==> config.mk <==
export PLATFORM = sky130hd
export DESIGN_NAME = jtok_rq
export DESIGN_NICKNAME = d
export VERILOG_FILES = /design/src/hdl/jtok_pkg.sv /design/src/hdl/jtok_rq.sv
export SDC_FILE = /design/constraint.sdc
export NUM_CORES = 1
export LEC_CHECK = 0
export CORE_MARGIN = 2
export CORE_UTILIZATION = 60
export CTS_CLUSTER_SIZE = 20
export DETAILED_ROUTE_END_ITERATION = 6
export DONT_BUFFER_PORTS = 1
export PLACE_DENSITY = 0.82
export SYNTH_ARGS = -nofsm -noshare
export SYNTH_HDL_FRONTEND = slang
export SYNTH_SLANG_ARGS = --single-unit
export TNS_END_PERCENT = 30
==> constraint.sdc <==
create_clock -name clk -period 17.1 [get_ports clk]
set_input_delay 3.42 -clock clk [delete_from_list [all_inputs] [get_ports clk]]
set_output_delay 3.42 -clock clk [all_outputs]
set_load 0.02 [all_outputs]
==> src/hdl/jtok_pkg.sv <==
// Shared types and constants of the flat JSON object tokenizer.
package jtok_pkg;

    // Parse phase of the record
    typedef enum logic [3:0] {
        PH_START,
        PH_SEP,
        PH_KEY,
        PH_COLON,
        PH_VALWAIT,
        PH_STR,
        PH_NUM,
        PH_DONE,
        PH_ERR
    } phase_t;

    typedef enum logic [2:0] {
        TK_KEY_CHAR,
        TK_KEY_END,
        TK_STR_CHAR,
        TK_STR_END,
        TK_NUMBER,
        TK_REC_END
    } token_kind_t;

    typedef enum logic [2:0] {
        ST_OK,
        ST_NOT_OBJECT,
        ST_BAD_KEY,
        ST_OPEN_KEY,
        ST_NO_COLON,
        ST_OPEN_VALUE,
        ST_BAD_VALUE
    } status_t;

    localparam logic [7:0] CH_LBRACE  = 8'h7B;
    localparam logic [7:0] CH_RBRACE  = 8'h7D;
    localparam logic [7:0] CH_COLON   = 8'h3A;
    localparam logic [7:0] CH_MINUS   = 8'h2D;
    localparam logic [7:0] CH_QUOTE   = 8'h22;
    localparam logic [7:0] CH_NEWLINE = 8'h0A;
    localparam logic [7:0] CH_COMMA   = 8'h2C;
    localparam logic [7:0] CH_SPACE   = 8'h20;
    localparam logic [7:0] CH_ZERO    = 8'h30;
    localparam logic [7:0] CH_NINE    = 8'h39;

    // Widest magnitude carried through the result queue
    localparam int MAG_W = 64;

    // Result queue geometry
    localparam int RQ_DEPTH = 4;
    localparam int RQ_IDX_W = $clog2(RQ_DEPTH);
    localparam int RQ_CNT_W = $clog2(RQ_DEPTH + 1);

    typedef struct packed {
        logic [7:0] byte_in;
        logic       last_byte;
    } in_item_t;

    typedef struct packed {
        logic [2:0]         token_kind;
        logic [7:0]         char_out;
        logic signed [63:0] number_value;
        logic [2:0]         status;
        logic               last_of_run;
    } out_item_t;

    // One queued result; a number is kept as magnitude plus flags
    typedef struct packed {
        token_kind_t      kind;
        logic [7:0]       chr;
        logic [MAG_W-1:0] mag;
        logic             minus;
        logic             ovf;
        status_t          status;
        logic             last;
    } res_entry_t;

    // Up to two results written into the queue in one cycle
    typedef struct packed {
        logic [1:0] cnt;
        res_entry_t e0;
        res_entry_t e1;
    } rq_push_t;

    function automatic res_entry_t plain_entry(token_kind_t kind, logic [7:0] chr,
                                               status_t status, logic last);
        res_entry_t e;
        e.kind   = kind;
        e.chr    = chr;
        e.mag    = '0;
        e.minus  = 1'b0;
        e.ovf    = 1'b0;
        e.status = status;
        e.last   = last;
        return e;
    endfunction

endpackage

==> src/hdl/jtok_rq.sv <==
// Small result queue taking up to two results per cycle, giving one.
module jtok_rq (
    input  logic                 clk,
    input  logic                 rst_n,
    input  jtok_pkg::rq_push_t   push,
    input  logic                 pop,
    output jtok_pkg::res_entry_t head,
    output logic                 not_empty,
    output logic                 has_room
);

    jtok_pkg::res_entry_t            mem_reg [jtok_pkg::RQ_DEPTH];
    logic [jtok_pkg::RQ_IDX_W-1:0]   wr_ptr_reg, wr_ptr_next;
    logic [jtok_pkg::RQ_IDX_W-1:0]   rd_ptr_reg, rd_ptr_next;
    logic [jtok_pkg::RQ_CNT_W-1:0]   count_reg, count_next;

    assign head      = mem_reg[rd_ptr_reg];
    assign not_empty = (count_reg != '0);
    assign has_room  = (count_reg <= jtok_pkg::RQ_CNT_W'(jtok_pkg::RQ_DEPTH - 2));

    always_comb
    begin
        wr_ptr_next = wr_ptr_reg + jtok_pkg::RQ_IDX_W'(push.cnt);
        rd_ptr_next = rd_ptr_reg + jtok_pkg::RQ_IDX_W'(pop);
        count_next  = count_reg + jtok_pkg::RQ_CNT_W'(push.cnt)
                      - jtok_pkg::RQ_CNT_W'(pop);
    end

    always_ff @(posedge clk or negedge rst_n)
    begin
        if (!rst_n)
        begin
            wr_ptr_reg <= '0;
            rd_ptr_reg <= '0;
            count_reg  <= '0;
        end
        else
        begin
            wr_ptr_reg <= wr_ptr_next;
            rd_ptr_reg <= rd_ptr_next;
            count_reg  <= count_next;
        end
    end

    // Payload storage, no reset
    always_ff @(posedge clk)
    begin
        if (push.cnt != 2'd0)
            mem_reg[wr_ptr_reg] <= push.e0;
        if (push.cnt == 2'd2)
            mem_reg[wr_ptr_reg + jtok_pkg::RQ_IDX_W'(1)] <= push.e1;
    end

endmodule

==> run summary, run 1 <==
WHS Path Cells: 2
Fin Setup TNS: 0 ps
total setup buffers inserted after CTS: 0
reg2reg path depth: 3
H-tree levels: 2
placed cell area: 16500 um^2
ranking of synthesized cells by area: edfxtp_1, mux4_2, mux2_2
share of cells above drive strength 1: 0.460
global-route wire length before repair: 52700 um
Seq/Total Area, Yosys: 0.606
# diodes: 0
Top-Level Pins: 250
Worst EP required: 13680 ps
CTS tree: built
largest net degree at the start of global routing: 83
wire length on met2: 18000 um
area leader, netlist: edfxtp_1
VDD IR-drop max: 109 uV
final worst setup slack: 10590 ps
Die ar.: 28600 um^2
total congestion overflow: 0
CP endpoint kind: primary output
final hold viol count: 0
Clk Latency, worst-skew pair: 510 ps
post-DP HPWL: 20100 um
TritonCTS Buffers: 36
1st-pass router iterations: 5
Critical Path Fanout Max: 48
P per Cell Area: 174 nW/um^2
Final Setup Violations: 0
R2R Path Start: wr_ptr_reg[1]
top cells by count, synth: edfxtp_1, mux2_2, mux2_1
Slew headroom: 0.121
vias per cell: 6.70
Core Footprint: 26900 um^2
initial antenna violation count: 0
area share of the largest cell type after synthesis: 0.595
skew final: 16.9 ps
post-layout min period: 6510 ps
CP Launch Type: flop
Mapped Area: 16400 um^2
routed vias: 7927
met3 WL: 2720 um
WHS Endpoint: count_reg[2]
Max Used Layer: met4
clock root cell: clkbuf_16
die height: 169 um
Syn Inst Count: 822
number of synthesized flops with an enable pin: 324
met1 WL: 13000 um
vias in the first global route: 8939
area growth from synthesis to layout: 8.05%
post-CTS resize count: 0
Post-Layout Inst Area: 17700 um^2
Layout Cells excl Fill: 1183
total routed wirelength: 34700 um
R2R Setup Slk: 13830 ps
hold path start: count_reg[2]
Final Max Tran Viols: 0
post-synthesis area per instance: 19.9 um^2
crit-path max cell delay: 900 ps
Rows: 60
Crit-path slowest cell: dfrtp_4
crit path DAT: 3090 ps
CTS Hold Bufs: 0
Initial Util: 0.609
Final Wtd Congestion: 0.783
clock sink count: 331
DP Worst Slack: 10940 ps
synthesized net count: 995
LEAKAGE: 5.91 nW
asr flop ratio synth: 0.0211
critical-path cell list: buf_4 -> mux4_2
R2R Path End: mem_reg[2][75]
max frequency: 154 MHz
ys flop type: edfxtp_1
max reg flops: 324
Least-Margin Pin Slew: 1320 ps
path type of the worst setup path: reg -> out
synth unique cells: 26
Avg WL per Cell: 29.3 um
status: finished, final reports clean
top-count cell post-synth: edfxtp_1
# port buffers: 0
flops & latches, synth: 331
post-route ant nets: 0
Placed Cells incl. Taps: 1120
clock transition at the registers of the reported paths: 60 ps
GRT Total Usage: 0.244
RSZ-0062 raised after global routing: false
remaining routing DRC violations: 0
clk buf depth: 3
max-cap viol count: 0
Period Utilization, post-route: 0.381
chip width: 169 um
DR iter-0 viols: 594
Power Total: 3.08 mW
post-layout net count: 990
Syn. warnings: 0
HP Class: reg -> reg
-- stage by stage --
step / hold WS [ps] / utilization
after detailed placement: 617 / 0.614
after global placement: 607 / 0.614
after floorplan: 461 / -
after CTS: 634 / 0.658
final: 643 / 0.658
after global routing: 658 / 0.658
-- power by group --
part	switching [mW]	leakage, nW	internal, mW	total (mW)
combinational	0.584	2.23	0.383	0.967
sequential	0.133	3.12	1.21	1.34
clock	0.299	0.560	0.466	0.765
total	1.02	5.91	2.06	3.08
-- worst max-delay path, delay by kind of cell, from the launching register on --
family	cells	cell delay, ps
flip-flops	1	900
buffers and inverters	1	880
multiplexers	1	710
-- per-layer routing --
metal	vias to the layer above	global-route usage
met1	4200	0.289
met2	299	0.430
met4	0	0.0762
met5	-	0
li1	3361	-
met3	67	0.0748
-- final cells by class --
cell class                      count  area (um^2)
Timing Repair Buffer               13         97.6
Clock buffer                       50          995
Clock inverter                     13          165
Fill cell                        1762         9200
Multi-Input combinational cell    428         6050
Tap cell                          341          427
Inverter                            7         26.3
Sequential cell                   331         9910
-- cell usage in the layout, fill, tap and decap left out --
master      synthesis  final
inv_1               7      7
ha_1                5      5
mux2_4             80     80
xor2_1              1      1
edfxtp_1          324    324
clkbuf_16           0     37
and4bb_4            0      2
clkbuf_8            0      2
nor2_4              0      2
mux2i_1             1      1
nand4b_1            1      1
o21bai_1            2      1
o21bai_4            0      1
fa_1                1      1
nor4b_4             0      1
buf_4               3     13
or3_1               1      1
clkinv_4            0      1
dfrtp_1             7      5
a21oi_1             1      1
mux2_2            157    157
bufinv_16           0      4
mux4_2             81     81
xnor2_1             4      4
o21ai_4             0      1
clkinv_2            0      2
clkinvlp_4          0      1
mux2_1             87     87
clkinv_1            0      5
dfrtp_4             0      2
clkbuf_1            6     11
-- cell families after synthesis --
group,Yosys count,share of synthesized area
mux,406,0.354
flops,331,0.606
buf+inv,63,0.0278
compound gates,4,0.00153
xor+xnor,5,0.00268
simple gates,7,0.00382
fa+ha+maj,6,0.00505
-- how the worst max path moves through the flow --
stage                   from        endpoint  slack (ps)  cells past startpoint
4_1_cts        rd_ptr_reg[0]         head[0]       10490                      2
3_5_place_dp       push[162]   mem_reg[2][7]       10940                      3
2_1_floorplan      push[163]   mem_reg[0][0]        7110                      3
3_3_place_gp       push[162]  mem_reg[2][11]       10950                      3
6_report       rd_ptr_reg[0]        head[75]       10590                      2
5_1_grt        rd_ptr_reg[0]        head[75]       10320                      2
No activity file was read; power rests on OpenSTA's default activity.
==> run 2: changes to the inputs <==
- ABC_AREA: default -> 1
- clock period: 17.1 -> 6.15 ns (I/O delays scaled with it)
==> run 2 against run 1 <==
The flow now finishes with violations (DRC). Combinational power rose to 4.1 times the previous value. Clock power rose to 2.7 times the previous value. Worst hold slack lost 240 ps. Total power increased to 3.2 times the previous value. Global-route usage is 6.3 points higher. Non-clock buffer count increased by 5. Final area grew 10%. Cell count is 120% higher. Sequential cell count unchanged. Count of clock-buffer cells in the layout is the same. Largest cell class unchanged. Highest routed layer unchanged.
==> run summary, run 2 <==
area share of the largest cell type after synthesis: 0.531
1st-pass router iterations: 7
Seq/Total Area, Yosys: 0.541
RSZ-0062 raised after global routing: false
clock sink count: 331
Critical Path Fanout Max: 142
max reg flops: 324
cell class contributing the biggest share of worst-path delay: flip-flops
TritonCTS Buffers: 36
Syn. warnings: 0
DP Worst Slack: 2210 ps
synthesized net count: 2488
crit-path max cell delay: 1100 ps
critical-path cell list: buf_12 -> or2_2 -> nand3_1 -> nand2_1
global-route wire length before repair: 76300 um
clk buf depth: 3
skew final: 17.7 ps
crit path DAT: 2890 ps
top cells by count, synth: nand2_1, nand3_1, edfxtp_1
total congestion overflow: 0
H-tree levels: 2
post-DP HPWL: 27500 um
VDD IR-drop max: 438 uV
Rows: 63
Die ar.: 31900 um^2
number of synthesized flops with an enable pin: 324
die height: 179 um
Syn Inst Count: 2315
flops & latches, synth: 331
most common cell after layout, fill and taps aside: nand2_1
post-route ant nets: 0
share of cells above drive strength 1: 0.0724
LEAKAGE: 9.42 nW
synth unique cells: 20
largest net degree at the start of global routing: 247
total setup buffers inserted after CTS: 0
Sequential Area: 9910 um^2
ranking of synthesized cells by area: edfxtp_1, nand2_1, nand3_1
final worst setup slack: 2030 ps
total routed wirelength: 48700 um
status: finished, violations left
asr flop ratio synth: 0.0211
post-CTS resize count: 0
clock transition at the registers of the reported paths: 60 ps
area of the multi-input gates: 6810 um^2
Avg WL per Cell: 18.4 um
CTS tree: built
area leader, netlist: edfxtp_1
# diodes: 0
clock root cell: clkbuf_16
Initial Util: 0.613
CP Launch Type: flop
Slew headroom: 0.0837
remaining routing DRC violations: 1
CP bufs+invs: 1
Worst EP required: 4920 ps
Least-Margin Pin Slew: 1370 ps
max frequency: 243 MHz
Crit-path slowest cell: dfrtp_4
Final Max Tran Viols: 0
failing checks: DRC
top-count cell post-synth: nand2_1
Fin Setup TNS: 0 ps
most frequent cells in the layout: nand2_1, nand3_1, edfxtp_1, inv_1, or2_2
area growth from synthesis to layout: 6.32%
Final Setup Violations: 0
post-layout net count: 2398
routed vias: 15300
ys flop type: edfxtp_1
DR iter-0 viols: 1964
CP endpoint kind: primary output
final hold viol count: 0
chip width: 179 um
Mapped Area: 18300 um^2
# port buffers: 0
initial antenna violation count: 0
HP Class: in -> async
Fill cells: 2353
post-layout min period: 4120 ps
path type of the worst setup path: reg -> out
Clk Latency, worst-skew pair: 520 ps
Core Footprint: 29900 um^2
Period Utilization, post-route: 0.670
CTS Hold Bufs: 0
Final Wtd Congestion: 0.807
Top-Level Pins: 250
post-synthesis area per instance: 7.91 um^2
R2R Setup Slk: 2660 ps
P per Cell Area: 502 nW/um^2
max-cap viol count: 0
vias in the first global route: 14900
GRT Total Usage: 0.308
vias per cell: 5.78
## run 2: cell types whose count changed in the layout (fill, tap and decap cells not counted), moves of 87 or more
cell and change:
mux2_2 -157, nand3_1 +407, mux2_1 -87, inv_1 +247
nand2_1 +1070
## run 2: metal layers
metal | global-route usage | up-vias | share of wire
li1 | - | 7148 | -
met1 | 0.382 | 7062 | 0.36
met2 | 0.519 | 940 | 0.48
met3 | 0.0821 | 119 | 0.13
met4 | 0.111 | 0 | 0.029
met5 | 0 | - | 0
## run 2: worst paths after layout
kind,end,start,cells past startpoint
max in group asynchronous,wr_ptr_reg[1],rst_n,0
min in group clk,count_reg[2],count_reg[2],3
worst min-delay path,wr_ptr_reg[0],rst_n,0
worst min register to register,count_reg[2],count_reg[2],3
worst max-delay path,head[50],rd_ptr_reg[0],4
worst max register to register,mem_reg[1][76],wr_ptr_reg[0],5
## run 2: per-stage QoR
step	cells	total power [mW]	instance area, um^2	hold slack, ps	util
final	2642	9.77	19500	401	0.652
after global routing	2642	10.3	19500	379	0.652
after floorplan	2315	6.73	18300	467	-
after global placement	2577	7.54	18300	582	0.614
after detailed placement	2577	7.70	18300	614	0.614
after CTS	2642	9.78	19500	385	0.652
## run 2: area by class of cell
type,count,share of cell area
multi-input combinational,1580,0.350
timing repair buffer,18,0.00823
clock inverter,15,0.00765
tap,390,0.0251
clock buffer,50,0.0501
inverter,258,0.0499
sequential,331,0.509
## run 2: cells by family (layout without fill, tap and decap cells)
kind of cell	Yosys count	count (layout)	synth area share
AO/OA/AOI/OAI	1	1	0.000273
buffers and inverters	404	341	0.0918
flip-flops	331	331	0.541
adder cells (fa/ha/maj)	6	6	0.00451
AND/OR/NAND/NOR	1572	1572	0.362
XOR/XNOR	1	1	0.000478
## run 2: power breakdown
part / total, mW / switching, mW / internal [mW]
clock network: 2.10 / 0.867 / 1.24
logic: 3.93 / 3.04 / 0.891
registers: 3.74 / 0.270 / 3.47
total: 9.77 / 4.18 / 5.59
