### src/hdl/jtok_pkg.sv
// Shared types and constants of the flat JSON object tokenizer.
package jtok_pkg;

    // Parse phase of the record
    typedef enum logic [3:0] {
        PH_START,
        PH_SEP,
        PH_KEY,
        PH_COLON,
        PH_VALWAIT,
        PH_STR,
        PH_NUM,
        PH_DONE,
        PH_ERR
    } phase_t;

    typedef enum logic [2:0] {
        TK_KEY_CHAR,
        TK_KEY_END,
        TK_STR_CHAR,
        TK_STR_END,
        TK_NUMBER,
        TK_REC_END
    } token_kind_t;

    typedef enum logic [2:0] {
        ST_OK,
        ST_NOT_OBJECT,
        ST_BAD_KEY,
        ST_OPEN_KEY,
        ST_NO_COLON,
        ST_OPEN_VALUE,
        ST_BAD_VALUE
    } status_t;

    localparam logic [7:0] CH_LBRACE  = 8'h7B;
    localparam logic [7:0] CH_RBRACE  = 8'h7D;
    localparam logic [7:0] CH_COLON   = 8'h3A;
    localparam logic [7:0] CH_MINUS   = 8'h2D;
    localparam logic [7:0] CH_QUOTE   = 8'h22;
    localparam logic [7:0] CH_NEWLINE = 8'h0A;
    localparam logic [7:0] CH_COMMA   = 8'h2C;
    localparam logic [7:0] CH_SPACE   = 8'h20;
    localparam logic [7:0] CH_ZERO    = 8'h30;
    localparam logic [7:0] CH_NINE    = 8'h39;

    // Widest magnitude carried through the result queue
    localparam int MAG_W = 64;

    // Result queue geometry
    localparam int RQ_DEPTH = 4;
    localparam int RQ_IDX_W = $clog2(RQ_DEPTH);
    localparam int RQ_CNT_W = $clog2(RQ_DEPTH + 1);

    typedef struct packed {
        logic [7:0] byte_in;
        logic       last_byte;
    } in_item_t;

    typedef struct packed {
        logic [2:0]         token_kind;
        logic [7:0]         char_out;
        logic signed [63:0] number_value;
        logic [2:0]         status;
        logic               last_of_run;
    } out_item_t;

    // One queued result; a number is kept as magnitude plus flags
    typedef struct packed {
        token_kind_t      kind;
        logic [7:0]       chr;
        logic [MAG_W-1:0] mag;
        logic             minus;
        logic             ovf;
        status_t          status;
        logic             last;
    } res_entry_t;

    // Up to two results written into the queue in one cycle
    typedef struct packed {
        logic [1:0] cnt;
        res_entry_t e0;
        res_entry_t e1;
    } rq_push_t;

    function automatic res_entry_t plain_entry(token_kind_t kind, logic [7:0] chr,
                                               status_t status, logic last);
        res_entry_t e;
        e.kind   = kind;
        e.chr    = chr;
        e.mag    = '0;
        e.minus  = 1'b0;
        e.ovf    = 1'b0;
        e.status = status;
        e.last   = last;
        return e;
    endfunction

endpackage

### src/hdl/jtok_core.sv
// Parser state and per-byte token decision of the tokenizer.
module jtok_core #(
    parameter int NUMBER_WIDTH = 64
) (
    input  logic               clk,
    input  logic               rst_n,
    input  logic               fire,
    input  jtok_pkg::in_item_t item,
    output jtok_pkg::rq_push_t push
);

    localparam int PW = NUMBER_WIDTH + 4;
    localparam logic [PW-1:0] CAP_X = {4'b0, 1'b1, {(NUMBER_WIDTH-1){1'b0}}};

    jtok_pkg::phase_t        phase_reg, phase_next;
    logic [NUMBER_WIDTH-1:0] acc_reg, acc_next;
    logic                    minus_reg, minus_next;
    logic                    ovf_reg, ovf_next;
    logic                    digit_reg, digit_next;
    jtok_pkg::status_t       err_reg, err_next;

    logic [7:0]              b;
    logic                    is_digit;
    logic [3:0]              dval;
    logic                    starting;
    logic [NUMBER_WIDTH-1:0] base_acc;
    logic                    base_ovf;
    logic [PW-1:0]           prod;
    logic                    prod_ovf;
    logic                    sw_v;
    logic                    fl_v;
    jtok_pkg::res_entry_t    sw_e, fl_e, rec_e;
    jtok_pkg::status_t       st;
    jtok_pkg::phase_t        sep_ph;

    // Phase after a byte met at a separator position
    function automatic jtok_pkg::phase_t sep_phase(logic [7:0] c);
        jtok_pkg::phase_t p;
        if (c == jtok_pkg::CH_SPACE || c == jtok_pkg::CH_NEWLINE
            || c == jtok_pkg::CH_COMMA)
            p = jtok_pkg::PH_SEP;
        else if (c == jtok_pkg::CH_RBRACE)
            p = jtok_pkg::PH_DONE;
        else if (c == jtok_pkg::CH_QUOTE)
            p = jtok_pkg::PH_KEY;
        else
            p = jtok_pkg::PH_ERR;
        return p;
    endfunction

    assign b        = item.byte_in;
    assign is_digit = (b >= jtok_pkg::CH_ZERO) && (b <= jtok_pkg::CH_NINE);
    assign dval     = 4'(b - jtok_pkg::CH_ZERO);
    assign sep_ph   = sep_phase(b);

    // A digit in the value-wait phase starts a fresh accumulator
    assign starting = (phase_reg == jtok_pkg::PH_VALWAIT);
    assign base_acc = starting ? '0 : acc_reg;
    assign base_ovf = starting ? 1'b0 : ovf_reg;
    assign prod     = ({4'b0, base_acc} << 3) + ({4'b0, base_acc} << 1) + PW'(dval);
    assign prod_ovf = (prod > CAP_X);

    always_comb
    begin
        phase_next = phase_reg;
        acc_next   = acc_reg;
        minus_next = minus_reg;
        ovf_next   = ovf_reg;
        digit_next = digit_reg;
        err_next   = err_reg;
        sw_v       = 1'b0;
        fl_v       = 1'b0;
        sw_e       = jtok_pkg::plain_entry(jtok_pkg::TK_KEY_CHAR, 8'h00, jtok_pkg::ST_OK,
                                           1'b0);
        fl_e       = sw_e;
        rec_e      = sw_e;
        st         = jtok_pkg::ST_OK;
        push       = '0;

        if (fire)
        begin
            case (phase_reg)
                jtok_pkg::PH_START:
                begin
                    if (b == jtok_pkg::CH_LBRACE)
                        phase_next = jtok_pkg::PH_SEP;
                    else
                    begin
                        if (err_reg == jtok_pkg::ST_OK)
                            err_next = jtok_pkg::ST_NOT_OBJECT;
                        phase_next = jtok_pkg::PH_ERR;
                    end
                end
                jtok_pkg::PH_SEP:
                begin
                    phase_next = sep_ph;
                    if (sep_ph == jtok_pkg::PH_ERR && err_reg == jtok_pkg::ST_OK)
                        err_next = jtok_pkg::ST_BAD_KEY;
                end
                jtok_pkg::PH_KEY:
                begin
                    sw_v = 1'b1;
                    if (b == jtok_pkg::CH_QUOTE)
                    begin
                        sw_e = jtok_pkg::plain_entry(jtok_pkg::TK_KEY_END, 8'h00,
                                                     jtok_pkg::ST_OK, !item.last_byte);
                        phase_next = jtok_pkg::PH_COLON;
                    end
                    else
                        sw_e = jtok_pkg::plain_entry(jtok_pkg::TK_KEY_CHAR, b,
                                                     jtok_pkg::ST_OK, !item.last_byte);
                end
                jtok_pkg::PH_COLON:
                begin
                    if (b == jtok_pkg::CH_COLON)
                        phase_next = jtok_pkg::PH_VALWAIT;
                    else if (b != jtok_pkg::CH_SPACE)
                    begin
                        if (err_reg == jtok_pkg::ST_OK)
                            err_next = jtok_pkg::ST_NO_COLON;
                        phase_next = jtok_pkg::PH_ERR;
                    end
                end
                jtok_pkg::PH_VALWAIT:
                begin
                    if (b == jtok_pkg::CH_QUOTE)
                        phase_next = jtok_pkg::PH_STR;
                    else if (b == jtok_pkg::CH_MINUS)
                    begin
                        phase_next = jtok_pkg::PH_NUM;
                        acc_next   = '0;
                        minus_next = 1'b1;
                        ovf_next   = 1'b0;
                        digit_next = 1'b0;
                    end
                    else if (is_digit)
                    begin
                        phase_next = jtok_pkg::PH_NUM;
                        minus_next = 1'b0;
                        digit_next = 1'b1;
                        acc_next   = '0;
                        ovf_next   = 1'b0;
                        if (prod_ovf)
                            ovf_next = 1'b1;
                        else
                            acc_next = prod[NUMBER_WIDTH-1:0];
                    end
                    else if (b != jtok_pkg::CH_SPACE)
                    begin
                        if (err_reg == jtok_pkg::ST_OK)
                            err_next = jtok_pkg::ST_BAD_VALUE;
                        phase_next = jtok_pkg::PH_ERR;
                    end
                end
                jtok_pkg::PH_STR:
                begin
                    sw_v = 1'b1;
                    if (b == jtok_pkg::CH_QUOTE)
                    begin
                        sw_e = jtok_pkg::plain_entry(jtok_pkg::TK_STR_END, 8'h00,
                                                     jtok_pkg::ST_OK, !item.last_byte);
                        phase_next = jtok_pkg::PH_SEP;
                    end
                    else
                        sw_e = jtok_pkg::plain_entry(jtok_pkg::TK_STR_CHAR, b,
                                                     jtok_pkg::ST_OK, !item.last_byte);
                end
                jtok_pkg::PH_NUM:
                begin
                    if (is_digit)
                    begin
                        digit_next = 1'b1;
                        if (!base_ovf)
                        begin
                            if (prod_ovf)
                                ovf_next = 1'b1;
                            else
                                acc_next = prod[NUMBER_WIDTH-1:0];
                        end
                    end
                    else if (!digit_reg)
                    begin
                        if (err_reg == jtok_pkg::ST_OK)
                            err_next = jtok_pkg::ST_BAD_KEY;
                        phase_next = jtok_pkg::PH_ERR;
                    end
                    else
                    begin
                        // Close the number, then treat this byte as a separator
                        sw_v       = 1'b1;
                        sw_e       = jtok_pkg::plain_entry(jtok_pkg::TK_NUMBER, 8'h00,
                                                           jtok_pkg::ST_OK, !item.last_byte);
                        sw_e.mag   = jtok_pkg::MAG_W'(acc_reg);
                        sw_e.minus = minus_reg;
                        sw_e.ovf   = ovf_reg;
                        phase_next = sep_ph;
                        if (sep_ph == jtok_pkg::PH_ERR && err_reg == jtok_pkg::ST_OK)
                            err_next = jtok_pkg::ST_BAD_KEY;
                    end
                end
                default:
                begin
                    // Done or failed: drop bytes until the last one
                end
            endcase

            if (item.last_byte)
            begin
                if (phase_next == jtok_pkg::PH_NUM && digit_next)
                begin
                    fl_v       = 1'b1;
                    fl_e       = jtok_pkg::plain_entry(jtok_pkg::TK_NUMBER, 8'h00,
                                                       jtok_pkg::ST_OK, 1'b0);
                    fl_e.mag   = jtok_pkg::MAG_W'(acc_next);
                    fl_e.minus = minus_next;
                    fl_e.ovf   = ovf_next;
                end

                if (b != jtok_pkg::CH_RBRACE)
                    st = jtok_pkg::ST_NOT_OBJECT;
                else if (err_next != jtok_pkg::ST_OK)
                    st = err_next;
                else if (phase_next == jtok_pkg::PH_KEY)
                    st = jtok_pkg::ST_OPEN_KEY;
                else if (phase_next == jtok_pkg::PH_COLON)
                    st = jtok_pkg::ST_NO_COLON;
                else if (phase_next == jtok_pkg::PH_VALWAIT)
                    st = jtok_pkg::ST_BAD_VALUE;
                else if (phase_next == jtok_pkg::PH_STR)
                    st = jtok_pkg::ST_OPEN_VALUE;
                else if (phase_next == jtok_pkg::PH_NUM && !digit_next)
                    st = jtok_pkg::ST_BAD_KEY;
                else if (phase_next == jtok_pkg::PH_START)
                    st = jtok_pkg::ST_NOT_OBJECT;

                rec_e = jtok_pkg::plain_entry(jtok_pkg::TK_REC_END, 8'h00, st, 1'b1);

                // Back to the idle record state
                phase_next = jtok_pkg::PH_START;
                acc_next   = '0;
                minus_next = 1'b0;
                ovf_next   = 1'b0;
                digit_next = 1'b0;
                err_next   = jtok_pkg::ST_OK;
            end

            // Pack the results of this byte in order
            push.cnt = 2'(sw_v) + 2'(fl_v) + 2'(item.last_byte);
            if (sw_v)
            begin
                push.e0 = sw_e;
                push.e1 = fl_v ? fl_e : rec_e;
            end
            else if (fl_v)
            begin
                push.e0 = fl_e;
                push.e1 = rec_e;
            end
            else
            begin
                push.e0 = rec_e;
                push.e1 = rec_e;
            end
        end
    end

    always_ff @(posedge clk or negedge rst_n)
    begin
        if (!rst_n)
        begin
            phase_reg <= jtok_pkg::PH_START;
            acc_reg   <= '0;
            minus_reg <= 1'b0;
            ovf_reg   <= 1'b0;
            digit_reg <= 1'b0;
            err_reg   <= jtok_pkg::ST_OK;
        end
        else
        begin
            phase_reg <= phase_next;
            acc_reg   <= acc_next;
            minus_reg <= minus_next;
            ovf_reg   <= ovf_next;
            digit_reg <= digit_next;
            err_reg   <= err_next;
        end
    end

endmodule

### config.mk
export PLATFORM = sky130hd
export DESIGN_NAME = jtok_core
export DESIGN_NICKNAME = d
export VERILOG_FILES = /design/src/hdl/jtok_pkg.sv /design/src/hdl/jtok_core.sv
export SDC_FILE = /design/constraint.sdc
export NUM_CORES = 1
export LEC_CHECK = 0
export BUFFER_PORTS_ARGS = -buffer_cell sky130_fd_sc_hd__buf_2
export CELL_PAD_IN_SITES_DETAIL_PLACEMENT = 1
export CELL_PAD_IN_SITES_GLOBAL_PLACEMENT = 1
export CORE_AREA = 3 3 162 164
export DETAILED_ROUTE_END_ITERATION = 8
export DIE_AREA = 0 0 165 167
export HOLD_SLACK_MARGIN = 0.1
export MAX_ROUTING_LAYER = met4
export PLACE_DENSITY = 0.94
export SYNTH_ARGS = -nofsm -noshare
export SYNTH_HDL_FRONTEND = slang
export SYNTH_SLANG_ARGS = --single-unit
### constraint.sdc
create_clock -name clk -period 10.8 [get_ports clk]
set_input_delay 0 -clock clk [delete_from_list [all_inputs] [get_ports clk]]
set_output_delay 0 -clock clk [all_outputs]
set_load 0.005 [all_outputs]
==> flow_summary_export.csv <==
group,metric,value,unit
synth,ys_warn_count,0,
clock_network,cts_resized,0,
die,initial_utilization,45.67,%
grt,grt_antenna_before_repair,0,
run_status,status,"finished, final reports clean",
pwr,vdd_drop_max,0.04785,mV
synth,synth_edf_count,0,
worst_setup_path,worstPathRequired,10.80,ns
pwr,p_sw_share,32.13,%
synth,netlist_area,0.01143,sq mm
layout,final_nets,1653,
clock_network,cts_tree,"yes",
worst_setup_path,setup.worst_path.end_class,"output pin",
sta,fin_crit_sh,77.93,%
pwr,power_frac_seq,39.8,%
sta,hold_violations,0,
sta,setup_viol,0,
die,core_area,0.02504,sq mm
synth,ys.flop_type,"dfrtp_1",
clock_network,cts_root_buf,"clkbuf_16",
die,fp.dieArea,0.02756,sq mm
clock_network,cts_buffers,9,
synth,async_reset_ff_share,100.0,%
worst_setup_path,rrSetupSlack,2.57,ns
pwr,pwr-share-comb,15.0,%
worst_setup_path,critPathMaxFanout,70,
synth,synth_cells,1485,
worst_setup_path,r2r-start,"phase_reg[1]$_DFFE_PN0P_",
sta,rsz0062_at_grt,"false",
synth,syn_area_per_cell,7.700,sq um
place,numPortBuffers,100,
synth,ys_ff_latch,74,
sta,fmax,118.8,MHz
worst_setup_path,crit_path_cell_trace,"or4b_2 > buf_4 > and2_1 > ha_1 > ha_1 > a21oi_1 > o21ai_1 > a32oi_1 > nand3_1 > or3_1 > a2111oi_0 > a311oi_1 > or4_1 > nor4b_1 > a21o_1 > nand3_1 > a21o_2 > buf_4 > a32o_1 > buf_2",
worst_setup_path,critPathKind,"flip-flop to output pin",
grt,gr-total-overflow,0,
worst_setup_path,start_kind,"flip-flop",
synth,yosysUniqueCellTypes,80,
layout,num_antenna_cells,0,
drt,met1Wirelength,18100,um
sta,clock_skew,0.008661,ns
pwr,internal_power,0.0005058,W
layout,largest_reg_flops,64,
sta,layout_min_cycle_time,8.416,ns
layout,drive_gt1_share,10.09,%
sta,worst_pin_slew,1.240,ns
layout,mostFrequentLayoutCell,"ha_1",
clock_network,post_cts_buffers,0,
grt,grt_pass1_vias,12270,
drt,ant_nets,0,
drt,vias,12230,
synth,ys_seq_area_share,16.19,%
die,die_w,165,um
drt,wire_per_inst,22.82,um
grt,grt_usage,30.77,%
worst_setup_path,r2r_end,"acc_reg[24]$_DFFE_PN0P_",
worst_setup_path,r2r_cells,18,
drt,vias_per_cell,6.620,
place,gp_congestion,1.092,
pwr,power_density,62.08,mW/mm^2
die,core.rowCount,58,
drt,drt_iter0_drc,1149,
worst_hold_path,min_path_type,"primary input to asynchronous set/reset pin",
clock_network,clock_latency,0.36,ns
layout,area_growth,4.990,%
drt,met2_length,19960,um
clock_network,numClockSinks,74,
drt,wirelength,42140,um
flow_run,cap_violations,0,
drt,dr.pass1.iters,5,
place,dp_hpwl,32950,um
drt,highest_layer,"met4",
clock_network,clk_path_buf_depth,2,
sta,finalSetupTns,0,ns
layout,layout_common_cells,"127 x ha_1, 120 x nor2_1, 118 x a22o_1",
sta,final_max_slew_viol_count,0,
place,dpl_cell_area,0.01167,sq mm
die,io_pins,176,
pwr,power.clock.fraction,45.2,%
worst_setup_path,crit_start,"phase_reg[1]$_DFFE_PN0P_",
worst_setup_path,critPathSlowestCell,"or4b_2",
grt,grt_max_degree,71,
worst_setup_path,slowest_delay,0.75,ns
layout,fin_area,0.01201,sq mm
clock_network,postCtsHoldBufs,3,
worst_setup_path,crit_arrival,8.42,ns
clock_network,h-tree-depth,3,
clock_network,cts.clk_slew.worst_paths,0.07,ns
pwr,p_leak,5.933,nW
drt,drc,0,
worst_setup_path,cp-endpoint,"push[149]",
pwr,switchingPower,0.0002394,W
die,chipHeight,167,um
sta,maxSlewHeadroom,17.33,%
grt,grt_pass1_wl,67070,um
drt,routed-wl-met3,2652,um
-- stage by stage --
step / instances / hold WS (ns) / util [%] / setup slack (ns) / total power [W]
6_report: 1847 / 0.1204 / 47.95 / 2.384 / 0.0007453
5_1_grt: 1847 / 0.1727 / 47.95 / 2.043 / 0.0007711
4_1_cts: 1847 / 0.1431 / 47.95 / 2.575 / 0.0007410
3_5_place_dp: 1828 / -0.02441 / 46.62 / 2.823 / 0.0004099
3_3_place_gp: 1828 / -0.03842 / 46.62 / 3.110 / 0.0004059
2_1_floorplan: 1559 / -0.2956 / - / 4.639 / 0.0003914
-- synthesized netlist by cell type (all sizes together), types with 28 or more instances --
master	instances	area, sq um
ha	127	1589
a22o	118	1033
nor3	28	140.1
clkbuf	70	262.8
nand4	34	212.7
inv	35	131.4
and2	84	525.5
nand2	114	427.9
buf	100	764.5
nor2	121	461.7
o21ai	71	355.3
dfrtp	74	1852
a21oi	117	593.1
-- logic make-up (layout without fill, tap and decap cells) --
kind of cell,Yosys count,after routing,synth area share (%)
other,1,75,0.03279
adders and majority gates,129,129,14.25
buffers and inverters,205,163,10.13
AOI/OAI and AO/OA,507,507,31.64
and+or+nand+nor,519,519,23.82
xor gates and xnor gates,43,43,3.294
muxes,7,7,0.6346
DFF,74,74,16.19
-- power groups by stage --
stage / clock network (W) / registers (W) / logic [W]
after floorplan: 0 / 0.000290 / 0.000101
after global placement: 0 / 0.000302 / 0.000104
after detailed placement: 0 / 0.000302 / 0.000108
after CTS: 0.000335 / 0.000296 / 0.000110
after global routing: 0.000349 / 0.000299 / 0.000123
final: 0.000337 / 0.000297 / 0.000112
-- critical path, delay by kind of cell, from the launching register on --
kind                     cells  cell delay [ns]
AND/OR/NAND/NOR              7             3.32
AO/OA/AOI/OAI                8             2.50
buffers and inverters        3             0.88
adder cells (fa/ha/maj)      2             0.71
flip-flops                   1             0.63
-- how the worst min path moves through the flow --
stage	slack [ns]	from	cells past startpoint	end
final	0.12	rst_n	2	acc_reg[30]$_DFFE_PN0P_
after detailed placement	-0.02	rst_n	1	acc_reg[29]$_DFFE_PN0P_
after global placement	-0.04	rst_n	1	acc_reg[30]$_DFFE_PN0P_
after CTS	0.14	rst_n	2	acc_reg[29]$_DFFE_PN0P_
after global routing	0.17	rst_n	2	acc_reg[29]$_DFFE_PN0P_
after floorplan	-0.30	rst_n	0	acc_reg[0]$_DFFE_PN0P_
-- per-layer routing --
layer  global-route usage, %  up-vias
met5                       -        -
met4                   10.72        0
met3                   3.333      128
met2                   49.96      543
met1                   39.59     6028
li1                        -     5529
-- final cells by class --
| type | instances | area [sq um] |
|---|---|---|
| Tap cell | 330 | 412.9 |
| Multi-Input combinational cell | 1280 | 8705 |
| Clock buffer | 10 | 239.0 |
| Inverter | 35 | 131.4 |
| Clock inverter | 6 | 65.06 |
| Timing Repair Buffer | 112 | 600.6 |
| Fill cell | 3172 | 13030 |
| Sequential cell | 74 | 1852 |
Power figures use the tool's default switching activity.
